==> config.mk <==
export PLATFORM = sky130hd
export DESIGN_NAME = load_cell_calibrated_fir
export DESIGN_NICKNAME = d
export VERILOG_FILES = /design/src/sv/lccf_pkg.sv /design/src/sv/lccf_mac.sv /design/src/sv/lccf_dline.sv /design/src/sv/load_cell_calibrated_fir.sv
export SDC_FILE = /design/constraint.sdc
export NUM_CORES = 2
export LEC_CHECK = 0
export ABC_CLOCK_PERIOD_IN_PS = 20500
export BUFFER_PORTS_ARGS = -buffer_cell sky130_fd_sc_hd__buf_2
export CAP_MARGIN = 20
export CELL_PAD_IN_SITES_DETAIL_PLACEMENT = 1
export CELL_PAD_IN_SITES_GLOBAL_PLACEMENT = 2
export CORE_MARGIN = 5
export CORE_UTILIZATION = 43
export DETAILED_ROUTE_END_ITERATION = 16
export PLACE_DENSITY_LB_ADDON = 0.1
export SLEW_MARGIN = 40
export SYNTH_ARGS = -nofsm -noshare
export SYNTH_HDL_FRONTEND = slang
export SYNTH_SLANG_ARGS = --single-unit
==> constraint.sdc <==
create_clock -name aclk -period 20.5 [get_ports aclk]
set_clock_uncertainty 0.1 [all_clocks]
set_input_delay 4.1 -clock aclk [delete_from_list [all_inputs] [get_ports aclk]]
set_output_delay 4.1 -clock aclk [all_outputs]
set_load 0.02 [all_outputs]
==> src/sv/lccf_pkg.sv <==
// ----------------------------------------------------------------------------
// lccf_pkg
// shared constants, types and helper functions of the calibrated load cell fir
// ----------------------------------------------------------------------------
package lccf_pkg;

    localparam int TAPS             = 11;
    localparam int HIST             = TAPS - 1;
    localparam int WEIGHT_FRAC_BITS = 16;
    localparam int CAL_SHIFT        = 48 - WEIGHT_FRAC_BITS;

    localparam int SAMPLE_W   = 32;
    localparam int GAIN_W     = 40;
    localparam int COEF_W     = 16;
    localparam int COEF_FRAC  = 15;
    localparam int WEIGHT_W   = 40;
    localparam int NCOEF      = 6;
    localparam int COEF_IDX_W = $clog2(NCOEF);
    localparam int DIFF_W     = SAMPLE_W + 1;

    localparam int CHUNK_W     = 16;
    localparam int CAL_CHUNKS  = (GAIN_W + CHUNK_W - 1) / CHUNK_W;
    localparam int GAIN_EXT_W  = CAL_CHUNKS * CHUNK_W;
    localparam int CHUNK_CNT_W = $clog2(CAL_CHUNKS);
    localparam int TAP_CNT_W   = $clog2(TAPS);

    localparam int MUL_A_W = WEIGHT_W + 1;
    localparam int MUL_B_W = CHUNK_W + 1;
    localparam int PROD_W  = MUL_A_W + MUL_B_W;
    localparam int ACC_W   = DIFF_W + GAIN_W + 1;

    localparam int REG_IDX_W = 3;
    localparam int CFG_W     = 40;

    localparam int S_TDATA_W = 32;
    localparam int S_TUSER_W = 1;
    localparam int M_TDATA_W = 2 * WEIGHT_W;

    localparam logic signed [SAMPLE_W-1:0] ZERO_OFFSET_RST = 32'sd39149384;
    localparam logic        [GAIN_W-1:0]   SCALE_GAIN_RST  = 40'd29011410000;
    localparam logic signed [COEF_W-1:0]   COEF_RST [NCOEF] =
        '{16'sd13061, 16'sd9033, 16'sd2108, -16'sd845, -16'sd443, 16'sd0};

    localparam logic signed [ACC_W-1:0] ACC_WMAX =
        {{(ACC_W-WEIGHT_W+1){1'b0}}, {(WEIGHT_W-1){1'b1}}};
    localparam logic signed [ACC_W-1:0] ACC_WMIN = ~ACC_WMAX;
    localparam logic signed [ACC_W-1:0] ROUND_BIAS =
        {{(ACC_W-COEF_FRAC){1'b0}}, 1'b1, {(COEF_FRAC-1){1'b0}}};

    typedef enum logic [REG_IDX_W-1:0] {
        REG_ZERO_OFFSET,
        REG_SCALE_GAIN,
        REG_COEF_CENTER,
        REG_COEF_OFF1,
        REG_COEF_OFF2,
        REG_COEF_OFF3,
        REG_COEF_OFF4,
        REG_COEF_OFF5
    } reg_idx_t;

    typedef enum logic [2:0] {
        ST_IDLE,
        ST_CAL,
        ST_CAL_DRAIN,
        ST_WEIGHT,
        ST_FIR,
        ST_FIR_DRAIN,
        ST_ROUND
    } state_t;

    typedef struct packed {
        logic issue;
        logic shift;
        logic clear;
    } mac_ctl_t;

    typedef struct packed {
        logic fill;
        logic rotate;
        logic shift_in;
    } dline_ctl_t;

    function automatic logic signed [WEIGHT_W-1:0] sat_weight(
        input logic signed [ACC_W-1:0] v);
        logic signed [WEIGHT_W-1:0] r;
        if (v > ACC_WMAX) begin
            r = ACC_WMAX[WEIGHT_W-1:0];
        end else if (v < ACC_WMIN) begin
            r = ACC_WMIN[WEIGHT_W-1:0];
        end else begin
            r = v[WEIGHT_W-1:0];
        end
        return r;
    endfunction

    // coefficient register for a tap: distance from the center, rounded down
    function automatic logic [COEF_IDX_W-1:0] coef_idx(input logic [TAP_CNT_W-1:0] n);
        int d;
        d = 2 * int'(n) - (TAPS - 1);
        if (d < 0) begin
            d = -d;
        end
        d = d >>> 1;
        if (d > NCOEF - 1) begin
            d = NCOEF - 1;
        end
        return COEF_IDX_W'(d);
    endfunction

endpackage

==> src/sv/lccf_mac.sv <==
// ----------------------------------------------------------------------------
// lccf_mac
// shared signed multiply-accumulate unit, product registered before the add
// ----------------------------------------------------------------------------
module lccf_mac
    import lccf_pkg::*;
(
    input  logic                     aclk,
    input  logic                     aresetn,
    input  mac_ctl_t                 ctl,
    input  logic signed [MUL_A_W-1:0] mul_a,
    input  logic signed [MUL_B_W-1:0] mul_b,
    output logic signed [ACC_W-1:0]   acc
);

    logic signed [PROD_W-1:0] prod_reg;
    logic signed [PROD_W-1:0] prod_next;
    logic                     prod_vld_reg;
    logic                     prod_shift_reg;
    logic signed [ACC_W-1:0]  acc_reg;
    logic signed [ACC_W-1:0]  acc_next;
    logic signed [ACC_W-1:0]  acc_base;

    assign prod_next = mul_a * mul_b;

    always_comb begin
        acc_base = prod_shift_reg ? (acc_reg <<< CHUNK_W) : acc_reg;
        acc_next = acc_reg;
        if (ctl.clear) begin
            acc_next = '0;
        end else if (prod_vld_reg) begin
            acc_next = acc_base + ACC_W'(prod_reg);
        end
    end

    always_ff @(posedge aclk) begin
        if (!aresetn) begin
            prod_vld_reg <= 1'b0;
        end else begin
            prod_vld_reg <= ctl.issue;
        end
    end

    always_ff @(posedge aclk) begin
        prod_reg       <= prod_next;
        prod_shift_reg <= ctl.shift;
        acc_reg        <= acc_next;
    end

    assign acc = acc_reg;

endmodule

==> src/sv/lccf_dline.sv <==
// ----------------------------------------------------------------------------
// lccf_dline
// weight delay line: fill, circular rotate for tap readout, shift in
// ----------------------------------------------------------------------------
module lccf_dline
    import lccf_pkg::*;
(
    input  logic                       aclk,
    input  logic                       aresetn,
    input  dline_ctl_t                 ctl,
    input  logic signed [WEIGHT_W-1:0] din,
    output logic signed [WEIGHT_W-1:0] tail
);

    logic signed [WEIGHT_W-1:0] dl_reg  [HIST];
    logic signed [WEIGHT_W-1:0] dl_next [HIST];

    always_comb begin
        dl_next = dl_reg;
        if (ctl.fill) begin
            for (int i = 0; i < HIST; i++) begin
                dl_next[i] = din;
            end
        end else if (ctl.rotate) begin
            dl_next[0] = dl_reg[HIST-1];
            for (int i = 1; i < HIST; i++) begin
                dl_next[i] = dl_reg[i-1];
            end
        end else if (ctl.shift_in) begin
            dl_next[0] = din;
            for (int i = 1; i < HIST; i++) begin
                dl_next[i] = dl_reg[i-1];
            end
        end
    end

    always_ff @(posedge aclk) begin
        if (!aresetn) begin
            for (int i = 0; i < HIST; i++) begin
                dl_reg[i] <= '0;
            end
        end else begin
            dl_reg <= dl_next;
        end
    end

    assign tail = dl_reg[HIST-1];

endmodule

==> src/sv/load_cell_calibrated_fir.sv <==
// ----------------------------------------------------------------------------
// load_cell_calibrated_fir
// Takes one signed 32-bit load cell sample per word, forms the calibrated
// weight floor((sample - zero_offset) * scale_gain / 2^32) in signed Q.16,
// saturated to 40 bits, and runs it through an 11-tap symmetric FIR with
// Q1.15 coefficients (rounded half up, saturated to 40 bits). s_tuser[0] set
// starts a record: the delay line is filled with that word's weight first.
// All arithmetic goes through one shared 41x17 signed multiply-accumulate
// unit: 3 passes for the calibration product, 11 for the filter taps, so a
// new word is taken only once the last result is in the output register.
// s_tready is high only while idle; a finished result waits in the output
// register and does not block the next word until the next result is due.
// ----------------------------------------------------------------------------
module load_cell_calibrated_fir
    import lccf_pkg::*;
(
    input  logic                 aclk,
    input  logic                 aresetn,
    input  logic                 s_tvalid,
    output logic                 s_tready,
    input  logic [S_TDATA_W-1:0] s_tdata,   // adc_sample
    input  logic [S_TUSER_W-1:0] s_tuser,   // first_sample
    output logic                 m_tvalid,
    input  logic                 m_tready,
    output logic [M_TDATA_W-1:0] m_tdata,   // calibrated_weight, filtered_weight
    input  logic                 cfg_wr_en,
    input  logic [REG_IDX_W-1:0] cfg_index,
    input  logic [CFG_W-1:0]     cfg_wdata
);

    state_t state_reg;
    state_t state_next;

    logic signed [SAMPLE_W-1:0] zero_offset_reg;
    logic        [GAIN_W-1:0]   scale_gain_reg;
    logic signed [COEF_W-1:0]   coef_reg [NCOEF];

    logic signed [DIFF_W-1:0]   diff_reg;
    logic                       first_reg;
    logic signed [WEIGHT_W-1:0] weight_reg;
    logic [CHUNK_CNT_W-1:0]     chunk_cnt_reg;
    logic [CHUNK_CNT_W-1:0]     chunk_cnt_next;
    logic [TAP_CNT_W-1:0]       tap_cnt_reg;
    logic [TAP_CNT_W-1:0]       tap_cnt_next;

    logic signed [WEIGHT_W-1:0] out_cal_reg;
    logic signed [WEIGHT_W-1:0] out_filt_reg;
    logic                       m_tvalid_reg;

    mac_ctl_t   mac_ctl;
    dline_ctl_t dl_ctl;
    logic       load_weight;
    logic       load_out;

    logic        [GAIN_EXT_W-1:0] gain_ext;
    logic        [CHUNK_W-1:0]    gain_chunk;
    logic signed [WEIGHT_W-1:0]   tap_val;
    logic signed [WEIGHT_W-1:0]   dl_tail;
    logic signed [WEIGHT_W-1:0]   dl_din;
    logic signed [MUL_A_W-1:0]    mul_a;
    logic signed [MUL_B_W-1:0]    mul_b;
    logic signed [ACC_W-1:0]      acc;
    logic signed [WEIGHT_W-1:0]   cal_weight;
    logic signed [WEIGHT_W-1:0]   filt_weight;

    // configuration registers
    always_ff @(posedge aclk) begin
        if (!aresetn) begin
            zero_offset_reg <= ZERO_OFFSET_RST;
            scale_gain_reg  <= SCALE_GAIN_RST;
            coef_reg        <= COEF_RST;
        end else if (cfg_wr_en) begin
            case (reg_idx_t'(cfg_index))
                REG_ZERO_OFFSET: zero_offset_reg <= cfg_wdata[SAMPLE_W-1:0];
                REG_SCALE_GAIN:  scale_gain_reg  <= cfg_wdata[GAIN_W-1:0];
                REG_COEF_CENTER: coef_reg[0]     <= cfg_wdata[COEF_W-1:0];
                REG_COEF_OFF1:   coef_reg[1]     <= cfg_wdata[COEF_W-1:0];
                REG_COEF_OFF2:   coef_reg[2]     <= cfg_wdata[COEF_W-1:0];
                REG_COEF_OFF3:   coef_reg[3]     <= cfg_wdata[COEF_W-1:0];
                REG_COEF_OFF4:   coef_reg[4]     <= cfg_wdata[COEF_W-1:0];
                REG_COEF_OFF5:   coef_reg[5]     <= cfg_wdata[COEF_W-1:0];
                default: ;
            endcase
        end
    end

    // operand selection for the shared unit
    assign gain_ext   = {{(GAIN_EXT_W-GAIN_W){1'b0}}, scale_gain_reg};
    assign gain_chunk = gain_ext[GAIN_EXT_W-1-CHUNK_W*int'(chunk_cnt_reg) -: CHUNK_W];
    assign tap_val    = (tap_cnt_reg == '0) ? weight_reg : dl_tail;

    always_comb begin
        if (state_reg == ST_CAL) begin
            mul_a = MUL_A_W'(diff_reg);
            mul_b = signed'({1'b0, gain_chunk});
        end else begin
            mul_a = MUL_A_W'(tap_val);
            mul_b = MUL_B_W'(coef_reg[coef_idx(tap_cnt_reg)]);
        end
    end

    assign cal_weight  = sat_weight(acc >>> CAL_SHIFT);
    assign filt_weight = sat_weight((acc + ROUND_BIAS) >>> COEF_FRAC);
    assign dl_din      = (state_reg == ST_WEIGHT) ? cal_weight : weight_reg;

    lccf_mac u_mac (
        .aclk    (aclk),
        .aresetn (aresetn),
        .ctl     (mac_ctl),
        .mul_a   (mul_a),
        .mul_b   (mul_b),
        .acc     (acc)
    );

    lccf_dline u_dline (
        .aclk    (aclk),
        .aresetn (aresetn),
        .ctl     (dl_ctl),
        .din     (dl_din),
        .tail    (dl_tail)
    );

    // sequencer
    always_ff @(posedge aclk) begin
        if (!aresetn) begin
            state_reg     <= ST_IDLE;
            chunk_cnt_reg <= '0;
            tap_cnt_reg   <= '0;
            m_tvalid_reg  <= 1'b0;
        end else begin
            state_reg     <= state_next;
            chunk_cnt_reg <= chunk_cnt_next;
            tap_cnt_reg   <= tap_cnt_next;
            if (load_out) begin
                m_tvalid_reg <= 1'b1;
            end else if (m_tready) begin
                m_tvalid_reg <= 1'b0;
            end
        end
    end

    always_comb begin
        state_next     = state_reg;
        chunk_cnt_next = chunk_cnt_reg;
        tap_cnt_next   = tap_cnt_reg;
        mac_ctl        = '0;
        dl_ctl         = '0;
        load_weight    = 1'b0;
        load_out       = 1'b0;
        case (state_reg)
            ST_IDLE: begin
                if (s_tvalid) begin
                    mac_ctl.clear  = 1'b1;
                    chunk_cnt_next = '0;
                    state_next     = ST_CAL;
                end
            end
            ST_CAL: begin
                mac_ctl.issue = 1'b1;
                mac_ctl.shift = 1'b1;
                if (chunk_cnt_reg == CHUNK_CNT_W'(CAL_CHUNKS - 1)) begin
                    state_next = ST_CAL_DRAIN;
                end else begin
                    chunk_cnt_next = chunk_cnt_reg + CHUNK_CNT_W'(1);
                end
            end
            ST_CAL_DRAIN: begin
                state_next = ST_WEIGHT;
            end
            ST_WEIGHT: begin
                load_weight   = 1'b1;
                dl_ctl.fill   = first_reg;
                mac_ctl.clear = 1'b1;
                tap_cnt_next  = TAP_CNT_W'(TAPS - 1);
                state_next    = ST_FIR;
            end
            ST_FIR: begin
                mac_ctl.issue = 1'b1;
                if (tap_cnt_reg == '0) begin
                    state_next = ST_FIR_DRAIN;
                end else begin
                    dl_ctl.rotate = 1'b1;
                    tap_cnt_next  = tap_cnt_reg - TAP_CNT_W'(1);
                end
            end
            ST_FIR_DRAIN: begin
                state_next = ST_ROUND;
            end
            ST_ROUND: begin
                if (!m_tvalid_reg || m_tready) begin
                    load_out        = 1'b1;
                    dl_ctl.shift_in = 1'b1;
                    state_next      = ST_IDLE;
                end
            end
            default: begin
                state_next = ST_IDLE;
            end
        endcase
    end

    // word capture and result registers
    always_ff @(posedge aclk) begin
        if (state_reg == ST_IDLE && s_tvalid) begin
            diff_reg  <= DIFF_W'(signed'(s_tdata[SAMPLE_W-1:0])) - DIFF_W'(zero_offset_reg);
            first_reg <= s_tuser[0];
        end
        if (load_weight) begin
            weight_reg <= cal_weight;
        end
        if (load_out) begin
            out_cal_reg  <= weight_reg;
            out_filt_reg <= filt_weight;
        end
    end

    assign s_tready = (state_reg == ST_IDLE);
    assign m_tvalid = m_tvalid_reg;
    assign m_tdata  = {out_filt_reg, out_cal_reg};

endmodule

# Word-level counts from Yosys, hierarchy flattened
# Cells that the tools add are included.
dict set report totals {
  reg_bits 866
  inputBits 81
  output_inout_bits 82
}
dict set report op_classes {
  addsub 8
  mul 1
  n_lt_le_gt_ge 7
  eq_ne 20
  shift 1
  mux 40
  n_bitwise 1
  reduce_logical 22
}
# cell count
set ops {}
lappend ops {{$mux 400} 3}
lappend ops {{$mux 40} 5}
lappend ops {{$add 74x16->74 const B} 1}
lappend ops {{$add 74x58->74} 1}
lappend ops {{$mux 74} 1}
lappend ops {{$mux 32} 2}
lappend ops {{$shiftx 63x7->16} 1}
lappend ops {{$gt 59x40->1 const B} 1}
lappend ops {{$lt 59x40->1 const B} 1}
lappend ops {{$mul 41x17->58} 1}
lappend ops {{$bmux 16 s3} 1}
lappend ops {{$gt 42x40->1 const B} 1}
lappend ops {{$lt 42x40->1 const B} 1}
lappend ops {{$mux 41} 1}
lappend ops {{$sub 32x32->33} 1}
lappend ops {{$mux 16} 2}
lappend ops {{$neg 6->32} 1}
lappend ops {{$gt 31x4->1 const B} 1}
lappend ops {{$eq 3x3->1 const B} 7}
lappend ops {{$pmux 3 s7} 1}
lappend ops {{$mux 3} 6}
lappend ops {{$reduce_and 2->1} 9}
lappend ops {{$mux 17} 1}
lappend ops {{$eq 3x2->1 const B} 4}
lappend ops {{27 further kinds} 46}

# Depth between registers and ports, before layout
dict set report depth {
  depth_word 13
  mapped_depth 39
  mapped_depth_nobuf 35
}

# Cells and area by module
# From an unflattened synthesis, not the netlist that was laid out.
dict set report unflattened {
  hier_cells 7662
  area_unflattened_um2 69401.6
}
# module instances cells_per_inst area_per_inst_um2
set by_module_without_submodules {}
lappend by_module_without_submodules {lccf_mac 1 3757 32721.4}
lappend by_module_without_submodules {lccf_dline 1 1908 18899.4}
lappend by_module_without_submodules {load_cell_calibrated_fir 1 1997 17780.8}

# Worst setup path after synthesis
# OpenSTA, ideal clock, no wires.
dict set report synth_path {
  path_type {flip-flop to flip-flop}
  start {register tap_cnt_reg[0]}
  end {register u_mac.prod_reg[54]}
  setup_ns 0.062
  t_arrival_ns 8.776
  path_slack_ns 11.562
  path_stages_with_launch 39
  path_buffers 6
  path_cell_list {dfxtp_1 clkbuf_1 inv_1 ha_1 nor2b_1 nor3_1 a21oi_1 o211ai_1 buf_2 buf_2 mux2i_1 nand2_1 o21ai_0 o21a_1 clkbuf_1 clkbuf_1 nor2_1 fa_1 (+3 left out) inv_1 fa_1 fa_1 inv_1 fa_1 inv_1 ha_1 clkbuf_1 a21oi_1 o21ai_0 a31oi_1 o21ai_0 a31oi_1 o21a_1 o21ai_0 a21oi_1 or4b_2 nand3_1}
}
dict set report synth_via {
  elab_chain_cells 13
}
# item line_no
set synth_rtl {}
lappend synth_rtl {{from (decl)} load_cell_calibrated_fir.sv:43} ;# logic [TAP_CNT_W-1:0] tap_cnt_reg;
lappend synth_rtl {{from (signal assigned)} load_cell_calibrated_fir.sv:133} ;# tap_cnt_reg <= tap_cnt_next;
lappend synth_rtl {{$sub 5x4->6} lccf_pkg.sv:99} ;# d = 2 * int'(n) - (TAPS - 1);
lappend synth_rtl {{$neg 6->32 or $lt 6x1->1 (tied branches)} {lccf_pkg.sv:101, lccf_pkg.sv:100}}
lappend synth_rtl {{$mux 32} lccf_pkg.sv:100} ;# if (d < 0) begin
lappend synth_rtl {{$mux 32} load_cell_calibrated_fir.sv:93} ;# if (state_reg == ST_CAL) begin
lappend synth_rtl {{$gt 31x4->1} lccf_pkg.sv:104} ;# if (d > NCOEF - 1) begin
lappend synth_rtl {{$mux 3} lccf_pkg.sv:104}
lappend synth_rtl {{$mux 3} load_cell_calibrated_fir.sv:93}
lappend synth_rtl {{$not 3->4 (not written as such)} load_cell_calibrated_fir.sv:98} ;# mul_b = MUL_B_W'(coef_reg[coef_idx(tap_cnt_reg)]);
lappend synth_rtl {{$bmux 16 s3} load_cell_calibrated_fir.sv:98}
lappend synth_rtl {{$mux 16 (not written as such) (2 in series)} load_cell_calibrated_fir.sv:98}
lappend synth_rtl {{$mux 17} load_cell_calibrated_fir.sv:93}
lappend synth_rtl {{$mul 41x17->58 (*)} lccf_mac.sv:24} ;# assign prod_next = mul_a * mul_b;
lappend synth_rtl {{named net u_mac.prod_next[54]} lccf_mac.sv:17} ;# logic signed [PROD_W-1:0] prod_next;
lappend synth_rtl {{to (signal assigned)} lccf_mac.sv:45} ;# prod_reg <= prod_next;
lappend synth_rtl {{to (decl)} lccf_mac.sv:16} ;# logic signed [PROD_W-1:0] prod_reg;
# The timed path passes the listed nets; every way through them passes the cells marked *. The select of a mux whose other input is x is not followed.
# A chain may end at the register's enable or synchronous reset.

# Worst setup path in the final report
# Same ends and word-level chain as after synthesis.

==> impl_results.md <==
* Antenna-violating nets left at 0
* Largest net degree at the start of global routing at 191
* CTS buffer count at 101
* Post-synth EDFFs at 154
* Die footprint at 0.157 mm2
* Post-CTS setup buffers at 0
* Top post-synthesis cells by area: dfxtp_1 22%, fa_1 20%, nand2_1 9.9%
* Critical path class: reg -> reg
* Mapped Avg Cell Area at 8.49 um2
* GP Congestion at 0.934
* CP max-delay cell: o21ai_0
* Maximum clock rate at 0.100 GHz
* Power density over the cells at 95.3 mW/mm2
* Worst IR Drop VDD at 0.0684 mV
* Final Max Slew Viols at 0
* CTS tree: done
* Residual overflow from global routing at 0
* Ys flop type: dfxtp_1
* DR DRC count at 0
* Share of the synthesized area in the top cell type at 22.2%
* Most numerous cell in the Yosys netlist: nand2_1
* Pre-CTS WS at 10.61 ns
* Worst Hold Class: reg -> reg
* Final hold vios at 0
* Area of the multi-input gates at 0.0409 mm2
* Vias in the first global route at 55.9k
* Nets@finish at 8403
* Syn Inst Count at 7565
* Synthesized area at 0.0642 mm2
* Critical path arrival at 10.54 ns
* Req. time, crit path at 21.05 ns
* DRT Wirelength at 226 mm
* Die X-Extent at 397 um
* Unrepaired setup endpoints after global routing: no
* Synth Net Count at 8537
* Setup Viol. Count Final at 0
* Die Span Y at 397 um
* Vias at 53.2k
* Clock transition at path regs at 0.06 ns
* Final HPWL from detailed placement at 169 mm
* Max reg flops at 360
* Largest stage delay, worst path at 0.63 ns
* Worst setup SP type: register
* CTS sink cnt at 866
* # rows at 141
* Fin crit period at 9.99 ns
* Share of layout cells above drive strength 1 at 7.98%
* First-pass GRT wire length at 345 mm
* Slew headroom at 39.3%
* Post-DP Area at 0.0667 mm2
* PnR Total Power at 6.70 mW
* DP Cell Count at 9255
* Largest area contributor in the netlist: dfxtp_1
* Total GRT Usage at 28.3%
* Distinct cells, synth at 90
* Setup WS post-layout at 10.51 ns
* Resized cells post-CTS at 0
* P&R area growth vs syn at 9.45%
* FF+latch area at 0.0189 mm2
* Worst-margin pin slew at 0.910 ns
* Register bit total from synthesis at 866
* Critical Path Fanout Max at 32
* Crit. End Element: register
* Post-synthesis sequential area ratio at 29.4%
* Run status: finished clean
* Fill count at 17.4k
* Ys async rst share at 0%
* Antenna violations before repair at 23
* Core area at 0.148 mm2
* Final std cell area, no fill at 0.0703 mm2
* Hold buffers post-CTS at 0
* Worst path most repeated cell: fa_1
* DR iter-0 viols at 3420
* Number of port buffers at 162
* CTS H-tree depth at 3
* Ys Warns at 0
* P_leak at 30.3 nW
* Wire per inst at 23.9 um
* Root buffer cell: clkbuf_16
* DR pass1 iterations at 6
* Setup TNS at 0 ns
* Final cell count without fillers at 9453
* Max cap viols at 0
* Tcrit/Tclk final at 48.7%
* CTS Buffer Depth at 3
* Worst skew pair latency at 0.76 ns
* Routed vias/inst at 5.63
* IO Count at 163
* Synth cell count leaders: 1699 x nand2_1, 803 x inv_1, 712 x dfxtp_1
* Initial core utilization at 43.3%
-- cells by family (layout without fill, tap and decap cells) --
| logic type | count (synthesis) | count (layout) | synth area share [%] |
|---|---|---|---|
| xor+xnor | 199 | 199 | 2.71 |
| simple gates | 2714 | 2714 | 17.8 |
| buf+inv | 1284 | 1237 | 7.63 |
| other cells | 0 | 5 | 0 |
| flops | 866 | 866 | 29.4 |
| fa+ha+maj | 891 | 891 | 24.9 |
| compound gates | 1410 | 1410 | 14.1 |
| mux | 201 | 201 | 3.45 |
-- cells in the final DEF, fill, tap and decap left out, types with 80 or more instances in the layout --
master	netlist	routed
nand2_1	1699	1695
buf_2	13	161
a21boi_0	114	114
xor2_1	81	80
fa_1	648	647
ha_1	243	243
xnor2_1	118	118
a21o_1	124	124
a21oi_1	277	262
dfxtp_1	712	709
a31oi_1	368	368
edfxtp_1	154	154
clkbuf_16	0	103
nand3_1	133	129
mux2i_1	128	116
nor2_1	486	474
o21ai_0	170	162
nor2b_1	87	87
inv_1	803	802
-- power breakdown --
part           switching, mW  internal (mW)
combinational           1.74          0.938
sequential             0.214           1.90
clock                  0.794           1.10
-- worst max-delay path: cells and delay by family, from the launching register on --
kind | cells | cell delay [ns]
adders and majority gates | 8 | 3.81
AOI/OAI and AO/OA | 12 | 2.67
and+or+nand+nor | 5 | 1.23
buffers and inverters | 7 | 1.16
DFF | 1 | 0.46
muxes | 1 | 0.40
-- worst paths after layout --
kind | cells after the start | endpoint | startpoint | slack [ns]
min reg2reg | 2 | u_dline.dl_reg[273] | u_dline.dl_reg[313] | 0.34
max reg2reg | 33 | u_mac.prod_reg[54] | tap_cnt_reg[0] | 10.51
max | 33 | u_mac.prod_reg[54] | tap_cnt_reg[0] | 10.51
min | 2 | u_dline.dl_reg[273] | u_dline.dl_reg[313] | 0.34
-- layer usage --
metal / wire length, um / global-route usage [%]
met5: 34 / 0
met2: 104000 / 46.4
met3: 13400 / 4.92
met4: 6600 / 8.14
met1: 101000 / 38.5
-- area by class of cell --
type,instances,area share (%)
antenna,5,0.0178
clock buffer,154,4.35
clock inverter,36,0.703
inverter,804,4.30
multi-input combinational,5415,58.1
sequential,866,26.9
tap,1930,3.43
timing repair buffer,243,2.19
-- through the flow --
stage                     util, %  hold WS (ns)
after global placement       44.8         0.347
after detailed placement     45.0         0.354
after global routing         47.4         0.355
after CTS                    47.4         0.334
after floorplan                 -         0.335
final                        47.4         0.340
(Power assumes the default switching activity.)
